`src/alh_pkg.sv`:
```
// ----------------------------------------------------------------------------
// alh_pkg
// shared constants, types and helpers of the allele length histogram
// ----------------------------------------------------------------------------
package alh_pkg;

    localparam int NUM_BINS    = 512;
    localparam int BIN_W       = $clog2(NUM_BINS);
    localparam int SYM_W       = 8;
    localparam int CNT_W       = 64;
    localparam int QUEUE_DEPTH = 4;
    localparam int QPTR_W      = $clog2(QUEUE_DEPTH);

    typedef enum logic [1:0] {
        CMD_REF_SYM = 2'd0,
        CMD_ALT_SYM = 2'd1,
        CMD_END     = 2'd2,
        CMD_READ    = 2'd3
    } cmd_e;

    // one queued job for the histogram side; a read carries its bin in all addresses
    typedef struct packed {
        logic             is_end;
        logic             nonbase;
        logic [BIN_W-1:0] ref_addr;
        logic [BIN_W-1:0] alt_addr;
        logic [BIN_W-1:0] sum_addr;
    } q_entry_t;

    function automatic logic is_base(input logic [SYM_W-1:0] ch);
        return ch == 8'h41 || ch == 8'h61 || ch == 8'h43 || ch == 8'h63 ||
               ch == 8'h47 || ch == 8'h67 || ch == 8'h54 || ch == 8'h74;
    endfunction

endpackage

```
`src/alh_queue.sv`:
```
// ----------------------------------------------------------------------------
// alh_queue
// short fifo between the record front end and the histogram back end
// ----------------------------------------------------------------------------
module alh_queue (
    input  logic              clk,
    input  logic              rst_n,
    input  logic              push,
    input  alh_pkg::q_entry_t push_entry,
    output logic              full,
    input  logic              pop,
    output logic              head_valid,
    output alh_pkg::q_entry_t head
);

    alh_pkg::q_entry_t              entry_reg [alh_pkg::QUEUE_DEPTH];
    logic [alh_pkg::QPTR_W-1:0]     wr_ptr_reg;
    logic [alh_pkg::QPTR_W-1:0]     rd_ptr_reg;
    logic [alh_pkg::QPTR_W:0]       count_reg;
    logic [alh_pkg::QPTR_W:0]       count_next;

    assign full       = count_reg == (alh_pkg::QPTR_W+1)'(alh_pkg::QUEUE_DEPTH);
    assign head_valid = count_reg != '0;
    assign head       = entry_reg[rd_ptr_reg];

    always_comb
    begin
        count_next = count_reg;
        if (push && !pop)
        begin
            count_next = count_reg + 1'b1;
        end
        else if (pop && !push)
        begin
            count_next = count_reg - 1'b1;
        end
    end

    always_ff @(posedge clk or negedge rst_n)
    begin
        if (!rst_n)
        begin
            wr_ptr_reg <= '0;
            rd_ptr_reg <= '0;
            count_reg  <= '0;
        end
        else
        begin
            if (push)
            begin
                wr_ptr_reg <= wr_ptr_reg + 1'b1;
            end
            if (pop)
            begin
                rd_ptr_reg <= rd_ptr_reg + 1'b1;
            end
            count_reg <= count_next;
        end
    end

    always_ff @(posedge clk)
    begin
        if (push)
        begin
            entry_reg[wr_ptr_reg] <= push_entry;
        end
    end

endmodule

```
`config.mk`:
```
export PLATFORM = sky130hd
export DESIGN_NAME = alh_queue
export DESIGN_NICKNAME = d
export VERILOG_FILES = /design/src/alh_pkg.sv /design/src/alh_queue.sv
export SDC_FILE = /design/constraint.sdc
export NUM_CORES = 1
export LEC_CHECK = 0
export BUFFER_PORTS_ARGS = -buffer_cell sky130_fd_sc_hd__buf_2
export CAP_MARGIN = 20
export CORE_UTILIZATION = 31
export DETAILED_ROUTE_END_ITERATION = 10
export SYNTH_ARGS = -nofsm -noshare
export SYNTH_HDL_FRONTEND = slang
export SYNTH_SLANG_ARGS = --single-unit
```
`constraint.sdc`:
```
create_clock -name clk -period 3.05 [get_ports clk]
set_input_delay 0.1525 -clock clk [delete_from_list [all_inputs] [get_ports clk]]
set_output_delay 0.1525 -clock clk [all_outputs]
set_load 0.05 [all_outputs]
```
==> out/metrics.csv <==
metric,value,unit
outcome,"finished, final reports clean",
antenna_cells,0,
layout.nets,332,
fp.dieH,123.5,um
cts_tree,yes,
placed_cell_area,5105,um2
vias,2167,
synthCells,185,
p_leak,2.091,nW
stdcell_area,5951,um2
layout_common_cells,"edfxtp_1, buf_2, dlygate4sd3_1, mux4_2, clkbuf_16",
layout_commonest_cell,edfxtp_1,
gp_congestion,0.5957,
finalWirelength,7939,um
cp.required,2.90,ns
finalCritPeriodShare,0.7068,
cts_setup_buffers,0,
port-buffer-count,63,
rsz0062_at_grt,false,
first_pass_iters,4,
post-route-util,0.4110,
track_usage,0.1182,
worst_pin_slew,0.8503,ns
die_x,123.5,um
skew,0.006652,ns
total_power,6.397,mW
syn_avg_cell_area,24.75,um2
gr-total-overflow,0,
drtIter0Drc,124,
period_minus_slack,2.156,ns
cp-start-kind,flop,
cts_sinks,123,
finalSetupTns,0,ns
synth_nets,224,
post_cts_resized,0,
fmax,463.9,MHz
vias_per_cell,4.422,
worst-path-max-fanout,25,
wl_met1,3471,um
antenna_left,0,
io_pins,64,
finalSetupViolations,0,
hold_violations,0,
wl_per_cell,16.20,um
grt_pass1_wl,12590,um
yosysSeqAreaShare,0.7989,
layout-drive-gt1-share,0.4183,
top_layer,met4,
yosys.cell_types.count,19,
coreArea,14480,um2
largest_register_ffs,116,
met3WireLength,363,um
grt_max_degree,31,
drv_slew,0,
grt_pass1_vias,2432,
root_buffer,clkbuf_16,
crit_type,flop to output pin,
yosys_warnings,0,
syn2layout_area_growth,29.95,%
wl_met2,4007,um
dp.cells,427,
maxSlewHeadroom,0.4332,
start_util,0.3163,
ys_ff_latch,123,
arrival,2.00,ns
max_cap_viol_count,0,
rows,44,
htree_levels,4,
hpwl,4555,um
drc,0,
cts_buffer_depth,2,
end_kind,output pin,
hold_path.class,input port to flop,
insertion_delay,0.41,ns
cts_made_buffers,17,
peakVddDrop,0.5127,mV
die_area,15260,um2
powerDensity,1075,nW/um2
clk_pin_slew_worst_paths,0.05,ns
synthesis.area,4579,um2
cts_hold_buf,31,
antenna_found_initial,0,
layout.cells.non_filler,490,
[cell type report]
cell class	count	area, um2
Fill cell	1294	8528
Timing Repair Buffer	95	645.6
Clock buffer	18	429.2
Inverter	4	15.01
Sequential cell	123	3661
Tap cell	184	230.2
Clock inverter	14	106.4
Multi-Input combinational cell	52	863.3
[cells by family (layout without fill, tap and decap cells)]
group	count (synthesis)	count (layout)	synth area share
and+or+nand+nor	9	9	0.01093
AOI/OAI and AO/OA	1	1	0.001092
buffers and inverters	10	131	0.01366
adders and majority gates	6	6	0.01803
xor gates and xnor gates	6	6	0.01148
muxes	30	30	0.1459
DFF	123	123	0.7989
[metrics by stage]
step | hold WS [ns] | setup WS [ns]
after floorplan | -0.1431 | 1.303
after global placement | 0.001027 | 1.311
after detailed placement | 0.005919 | 1.272
after CTS | 0.01098 | 0.8330
after global routing | 0.02985 | 0.7794
final | 0.02895 | 0.8944
[cells in the mapped netlist, drive strengths merged]
cell    number  area, um2
and2         4      25.02
clkbuf       1      3.750
dfrtp        7      175.2
or3          1      6.260
fa           1      20.02
xnor2        2      17.52
mux4        29      656.9
nor2         1      3.750
o21ai        1      5.000
nor3b        1      7.510
nand2        2      7.510
xor2         4      35.03
mux2         1      11.26
ha           5      62.56
edfxtp     116       3483
inv          4      15.01
buf          5      43.79
[critical path, stage by stage, from the launching register on]
cell and delay (ns):
dfrtp_2 0.49, buf_12 0.26, mux4_1 0.59, buf_2 0.23
[layer usage]
metal	vias up	GRT usage
li1	987	-
met1	1119	0.1388
met2	54	0.1899
met3	7	0.04982
met4	0	0.04970
met5	-	0
[final timing paths]
| check | slack [ns] | end | cells past startpoint | startpoint |
|---|---|---|---|---|
| max | 0.89 | head[24] | 3 | rd_ptr_reg[0]$_DFFE_PN0P_ |
| min | 0.03 | wr_ptr_reg[0]$_DFFE_PN0P_ | 2 | push |
| max reg2reg | 1.31 | entry_reg[2][24]$_DFFE_PP_ | 3 | wr_ptr_reg[0]$_DFFE_PN0P_ |
| min reg2reg | 0.49 | count_reg[2]$_DFFE_PN0P_ | 1 | count_reg[2]$_DFFE_PN0P_ |
| max in group asynchronous | 2.75 | rd_ptr_reg[1]$_DFFE_PN0P_ | 2 | rst_n |
| min in group asynchronous | 0.12 | count_reg[1]$_DFFE_PN0P_ | 2 | rst_n |
[power by group]
part	leakage (nW)	internal, mW	total [mW]	switching, mW
Sequential	1.15	2.23	2.43	0.204
Combinational	0.690	0.709	2.19	1.48
Clock	0.256	1.10	1.78	0.677
Note: power is estimated with default switching activity, not from simulation.
