## config.mk

```make
export PLATFORM = sky130hd
export DESIGN_NAME = alh_front
export DESIGN_NICKNAME = d
export VERILOG_FILES = /design/src/alh_pkg.sv /design/src/alh_front.sv
export SDC_FILE = /design/constraint.sdc
export NUM_CORES = 1
export LEC_CHECK = 0
export ABC_AREA = 1
export BUFFER_PORTS_ARGS = -buffer_cell sky130_fd_sc_hd__buf_4
export CAP_MARGIN = 20
export CORE_AREA = 2 2 69 120
export CTS_BUF_LIST = sky130_fd_sc_hd__clkbuf_8
export CTS_CLUSTER_SIZE = 28
export DETAILED_ROUTE_END_ITERATION = 7
export DIE_AREA = 0 0 71 122
export GPL_ROUTABILITY_DRIVEN = 1
export PLACE_DENSITY = 0.43
export SLEW_MARGIN = 30
export SYNTH_ARGS = -nofsm -noshare
export SYNTH_HDL_FRONTEND = slang
export SYNTH_SLANG_ARGS = --single-unit
```

## constraint.sdc

```tcl
create_clock -name clk -period 4.6 [get_ports clk]
set_input_delay 0.69 -clock clk [delete_from_list [all_inputs] [get_ports clk]]
set_output_delay 0.69 -clock clk [all_outputs]
set_load 0.05 [all_outputs]
```

## src/alh_pkg.sv

```systemverilog
// ----------------------------------------------------------------------------
// alh_pkg
// shared constants, types and helpers of the allele length histogram
// ----------------------------------------------------------------------------
package alh_pkg;

    localparam int NUM_BINS    = 512;
    localparam int BIN_W       = $clog2(NUM_BINS);
    localparam int SYM_W       = 8;
    localparam int CNT_W       = 64;
    localparam int QUEUE_DEPTH = 4;
    localparam int QPTR_W      = $clog2(QUEUE_DEPTH);

    typedef enum logic [1:0] {
        CMD_REF_SYM = 2'd0,
        CMD_ALT_SYM = 2'd1,
        CMD_END     = 2'd2,
        CMD_READ    = 2'd3
    } cmd_e;

    // one queued job for the histogram side; a read carries its bin in all addresses
    typedef struct packed {
        logic             is_end;
        logic             nonbase;
        logic [BIN_W-1:0] ref_addr;
        logic [BIN_W-1:0] alt_addr;
        logic [BIN_W-1:0] sum_addr;
    } q_entry_t;

    function automatic logic is_base(input logic [SYM_W-1:0] ch);
        return ch == 8'h41 || ch == 8'h61 || ch == 8'h43 || ch == 8'h63 ||
               ch == 8'h47 || ch == 8'h67 || ch == 8'h54 || ch == 8'h74;
    endfunction

endpackage

```

## src/alh_front.sv

```systemverilog
// ----------------------------------------------------------------------------
// alh_front
// takes allele symbols, tracks record lengths and queues histogram jobs
// ----------------------------------------------------------------------------
module alh_front (
    input  logic                clk,
    input  logic                rst_n,
    input  logic                s_tvalid,
    output logic                s_tready,
    input  logic [23:0]         s_tdata,
    input  logic [1:0]          s_tuser,
    input  logic                busy,
    input  logic                q_full,
    output logic                q_push,
    output alh_pkg::q_entry_t   q_entry
);

    logic [alh_pkg::BIN_W-1:0] ref_len_reg;
    logic [alh_pkg::BIN_W-1:0] ref_len_next;
    logic [alh_pkg::BIN_W-1:0] alt_len_reg;
    logic [alh_pkg::BIN_W-1:0] alt_len_next;
    logic                      nonbase_reg;
    logic                      nonbase_next;
    logic [alh_pkg::SYM_W-1:0] symbol;
    logic [alh_pkg::BIN_W-1:0] bin;
    logic [alh_pkg::BIN_W:0]   sum_full;
    logic [alh_pkg::BIN_W-1:0] sum_clamped;
    logic                      accept;
    alh_pkg::cmd_e             cmd;

    localparam logic [alh_pkg::BIN_W-1:0] LAST_BIN = alh_pkg::BIN_W'(alh_pkg::NUM_BINS - 1);

    assign symbol   = s_tdata[alh_pkg::SYM_W-1:0];
    assign bin      = s_tdata[alh_pkg::SYM_W +: alh_pkg::BIN_W];
    assign cmd      = alh_pkg::cmd_e'(s_tuser);
    assign s_tready = !q_full && !busy;
    assign accept   = s_tvalid && s_tready;

    assign sum_full    = {1'b0, ref_len_reg} + {1'b0, alt_len_reg};
    assign sum_clamped = (sum_full >= (alh_pkg::BIN_W+1)'(alh_pkg::NUM_BINS))
                         ? LAST_BIN : sum_full[alh_pkg::BIN_W-1:0];

    always_comb
    begin
        ref_len_next = ref_len_reg;
        alt_len_next = alt_len_reg;
        nonbase_next = nonbase_reg;
        q_push       = 1'b0;
        q_entry      = '{is_end: 1'b0, nonbase: 1'b0,
                         ref_addr: bin, alt_addr: bin, sum_addr: bin};
        if (accept)
        begin
            unique case (cmd)
                alh_pkg::CMD_REF_SYM:
                begin
                    if (ref_len_reg != LAST_BIN)
                    begin
                        ref_len_next = ref_len_reg + 1'b1;
                    end
                    nonbase_next = nonbase_reg || !alh_pkg::is_base(symbol);
                end
                alh_pkg::CMD_ALT_SYM:
                begin
                    if (alt_len_reg != LAST_BIN)
                    begin
                        alt_len_next = alt_len_reg + 1'b1;
                    end
                    nonbase_next = nonbase_reg || !alh_pkg::is_base(symbol);
                end
                alh_pkg::CMD_END:
                begin
                    q_push       = 1'b1;
                    q_entry      = '{is_end: 1'b1, nonbase: nonbase_reg,
                                     ref_addr: ref_len_reg, alt_addr: alt_len_reg,
                                     sum_addr: sum_clamped};
                    ref_len_next = '0;
                    alt_len_next = '0;
                    nonbase_next = 1'b0;
                end
                alh_pkg::CMD_READ:
                begin
                    q_push = 1'b1;
                end
                default:
                begin
                    q_push = 1'b0;
                end
            endcase
        end
    end

    always_ff @(posedge clk or negedge rst_n)
    begin
        if (!rst_n)
        begin
            ref_len_reg <= '0;
            alt_len_reg <= '0;
            nonbase_reg <= 1'b0;
        end
        else
        begin
            ref_len_reg <= ref_len_next;
            alt_len_reg <= alt_len_next;
            nonbase_reg <= nonbase_next;
        end
    end

endmodule

```

==> qor.yml <==
die_area_um2: 8660
cts_hold_buf: 0
vias_per_cell: 4.71
vdd_drop_max_mv: 0.108
path_clk_slew_ns: 0.08
totalWireLength_mm: 6.07
synth_commonest_cells: "nand2_1 (104), inv_1 (37), o21ai_1 (24), nand3_1 (22)"
dp_hpwl_mm: 4.93
fin_crit_sh: 0.664
cts_buffers: 3
drive_above_1_share: 0.205
track_usage: 0.144
r2r_start: "ref_len_reg[1]"
syn_to_final_growth_pct: 26.6
drtPass1Iterations: 4
placementRows: 43
startpoint: "s_tuser[1]"
critPathMaxFanout: 31
hp-class: "in -> async"
fmax_mhz: 327
cts_tree: "done"
async_reset_ff_frac: 1.00
wl_per_cell_um: 13.9
synth_edf_count: 0
place_congestion: 0.864
dp_cells: 433
cts-root-buf: "clkbuf_8"
nets: 393
grt_pass1_vias: 2039
slew_headroom: 0.628
synth_cell_type_count: 33
power.density_nw_per_um2: 317
setup-tns-final_ns: 0
die_h_um: 122
grt_first_pass_wirelength_mm: 9.65
cts_max_level: 1
synthesis.area_um2: 1890
crit_required_ns: 3.91
drtIter0Drc: 51
grt_max_degree: 32
finalNonFillerCells: 437
leakage_nw: 1.31
slew_viol_final: 0
nFillCells: 877
cp_top_family: "buffers and inverters"
hold_viol: 0
overflow: 0
drc: 0
status: "finished, final reports clean"
endpoint_kind: "primary output"
syn-num-nets: 341
cts.path.max_buffers: 2
worstSetupPathType: "in -> out"
ys_top_cells_by_area: "dfrtp_1 (25%), nand2_1 (21%), ha_1 (8.6%)"
antenna_left: 0
dp_slack_ns: 1.48
setup_ws_ns: 1.55
ys.flop_type: "dfrtp_1"
max-cap-violations: 0
fin_skew_ns: 0.00706
vias: 2058
synthCells: 296
dieWidth_um: 71
critPathLaunchType: "primary input"
post-cts-setup-buffers: 0
synth_top_area_cell: "dfrtp_1"
crit_slowest_cell: "inv_2"
max_stage_delay_ns: 0.43
antenna_found_initial: 0
synth_top_area_frac: 0.252
start_util: 0.242
yosysWarnings: 0
worstPathArrival_ns: 2.36
core_area_um2: 7800
finalSetupViolCount: 0
antenna_cells: 0
ys_seq_area_frac: 0.252
portBuffers: 53
path_cells: "buf_4 > inv_2 > nor2_4 > inv_6 > nor2_8 > inv_2 > nand2_1 > o21ai_1 > buf_4"
synth.most_common_cell: "nand2_1"
holdWs_ns: 0.287
clkLatencyLatePin_ns: 0.27
synth.ff_latch_count: 19
avgSynthCellArea_um2: 6.37
cts.sinks: 19
io_pins: 62
cts_resized: 0
rsz0062_at_grt: "false"
cp.buffers_inverters: 5
finalCriticalPeriod_ns: 3.05
tightest_slew_ns: 0.558
-- where the power goes --
part	switching, mW	internal (mW)
sequential	0.0453	0.201
clock	0.0610	0.0597
combinational	0.251	0.139
total	0.357	0.400
-- cell families (layout without fill, tap and decap cells) --
family / after synthesis / after routing / share of synthesized area
adder cells (fa/ha/maj): 14 / 14 / 0.0968
flip-flops: 19 / 19 / 0.252
buffers and inverters: 48 / 99 / 0.117
AO/OA/AOI/OAI: 39 / 39 / 0.105
XOR/XNOR: 5 / 5 / 0.0232
AND/OR/NAND/NOR: 171 / 171 / 0.405
-- worst reg2reg max path: stages (launching register included) --
cell and delay (ns):
dfrtp_1 0.47, ha_1 0.26, nand2_1 0.09, inv_1 0.07, nand3_1 0.10, nor3_1 0.05, ha_1 0.18, a21oi_1 0.17
nand3_2 0.15, inv_2 0.22, nand3_1 0.10, nand2_1 0.07, and2_1 0.11
-- worst paths after layout --
| path | slack [ns] | cells past startpoint | to |
|---|---|---|---|
| worst max-delay path | 1.55 | 9 | q_entry[14] |
| worst min-delay path | 0.29 | 1 | ref_len_reg[5] |
| worst max register to register | 2.51 | 12 | ref_len_reg[4] |
| worst min register to register | 0.52 | 2 | nonbase_reg |
| max in group asynchronous | 4.08 | 1 | alt_len_reg[6] |
| min in group clk | 0.52 | 2 | nonbase_reg |
-- layer usage --
metal / track usage / part of all wire / vias to the layer above
met3: 0.00993 / 0.045 / 5
met2: 0.291 / 0.56 / 57
met4: 0.0566 / 0.017 / 0
met5: 0 / 0 / -
met1: 0.149 / 0.38 / 946
li1: - / - / 1050
-- through the flow --
stage / cell area (µm²) / util / total power, mW
global placement: 2340 / 0.300 / 0.645
global route: 2390 / 0.306 / 0.824
floorplan: 1890 / - / 0.526
finish: 2390 / 0.306 / 0.757
CTS: 2390 / 0.306 / 0.772
detailed placement: 2340 / 0.300 / 0.646
-- cell usage in the layout, fill, tap and decap left out --
| cell type | n |
|---|---|
| nand2_1 | 104 |
| buf_4 | 53 |
| inv_1 | 38 |
| o21ai_1 | 24 |
| nand3_1 | 22 |
| nor2_1 | 19 |
| dfrtp_1 | 19 |
| ha_1 | 13 |
| a21oi_1 | 10 |
| nand4_1 | 6 |
| nor3_1 | 5 |
| o21ai_0 | 4 |
| inv_2 | 3 |
| nand3b_1 | 3 |
| xor2_1 | 3 |
| clkbuf_8 | 3 |
| nor2_4 | 2 |
| or2_2 | 2 |
| xnor2_1 | 2 |
| nand2_4 | 1 |
| inv_6 | 1 |
| nor2_8 | 1 |
| and3_1 | 1 |
| nor2_2 | 1 |
| a21oi_2 | 1 |
| nand2_2 | 1 |
| clkinv_4 | 1 |
| nand3_2 | 1 |
| and2_1 | 1 |
| nor4_1 | 1 |
| fa_1 | 1 |
-- layout make-up --
type / instances / area, µm² / area share
Clock buffer: 3 / 41.3 / 0.0173
Tap cell: 90 / 113 / 0.0471
Clock inverter: 1 / 3.75 / 0.00157
Timing Repair Buffer: 53 / 398 / 0.167
Inverter: 42 / 168 / 0.0702
Sequential cell: 19 / 475 / 0.199
Multi-Input combinational cell: 229 / 1190 / 0.498
(Power assumes the default switching activity.)
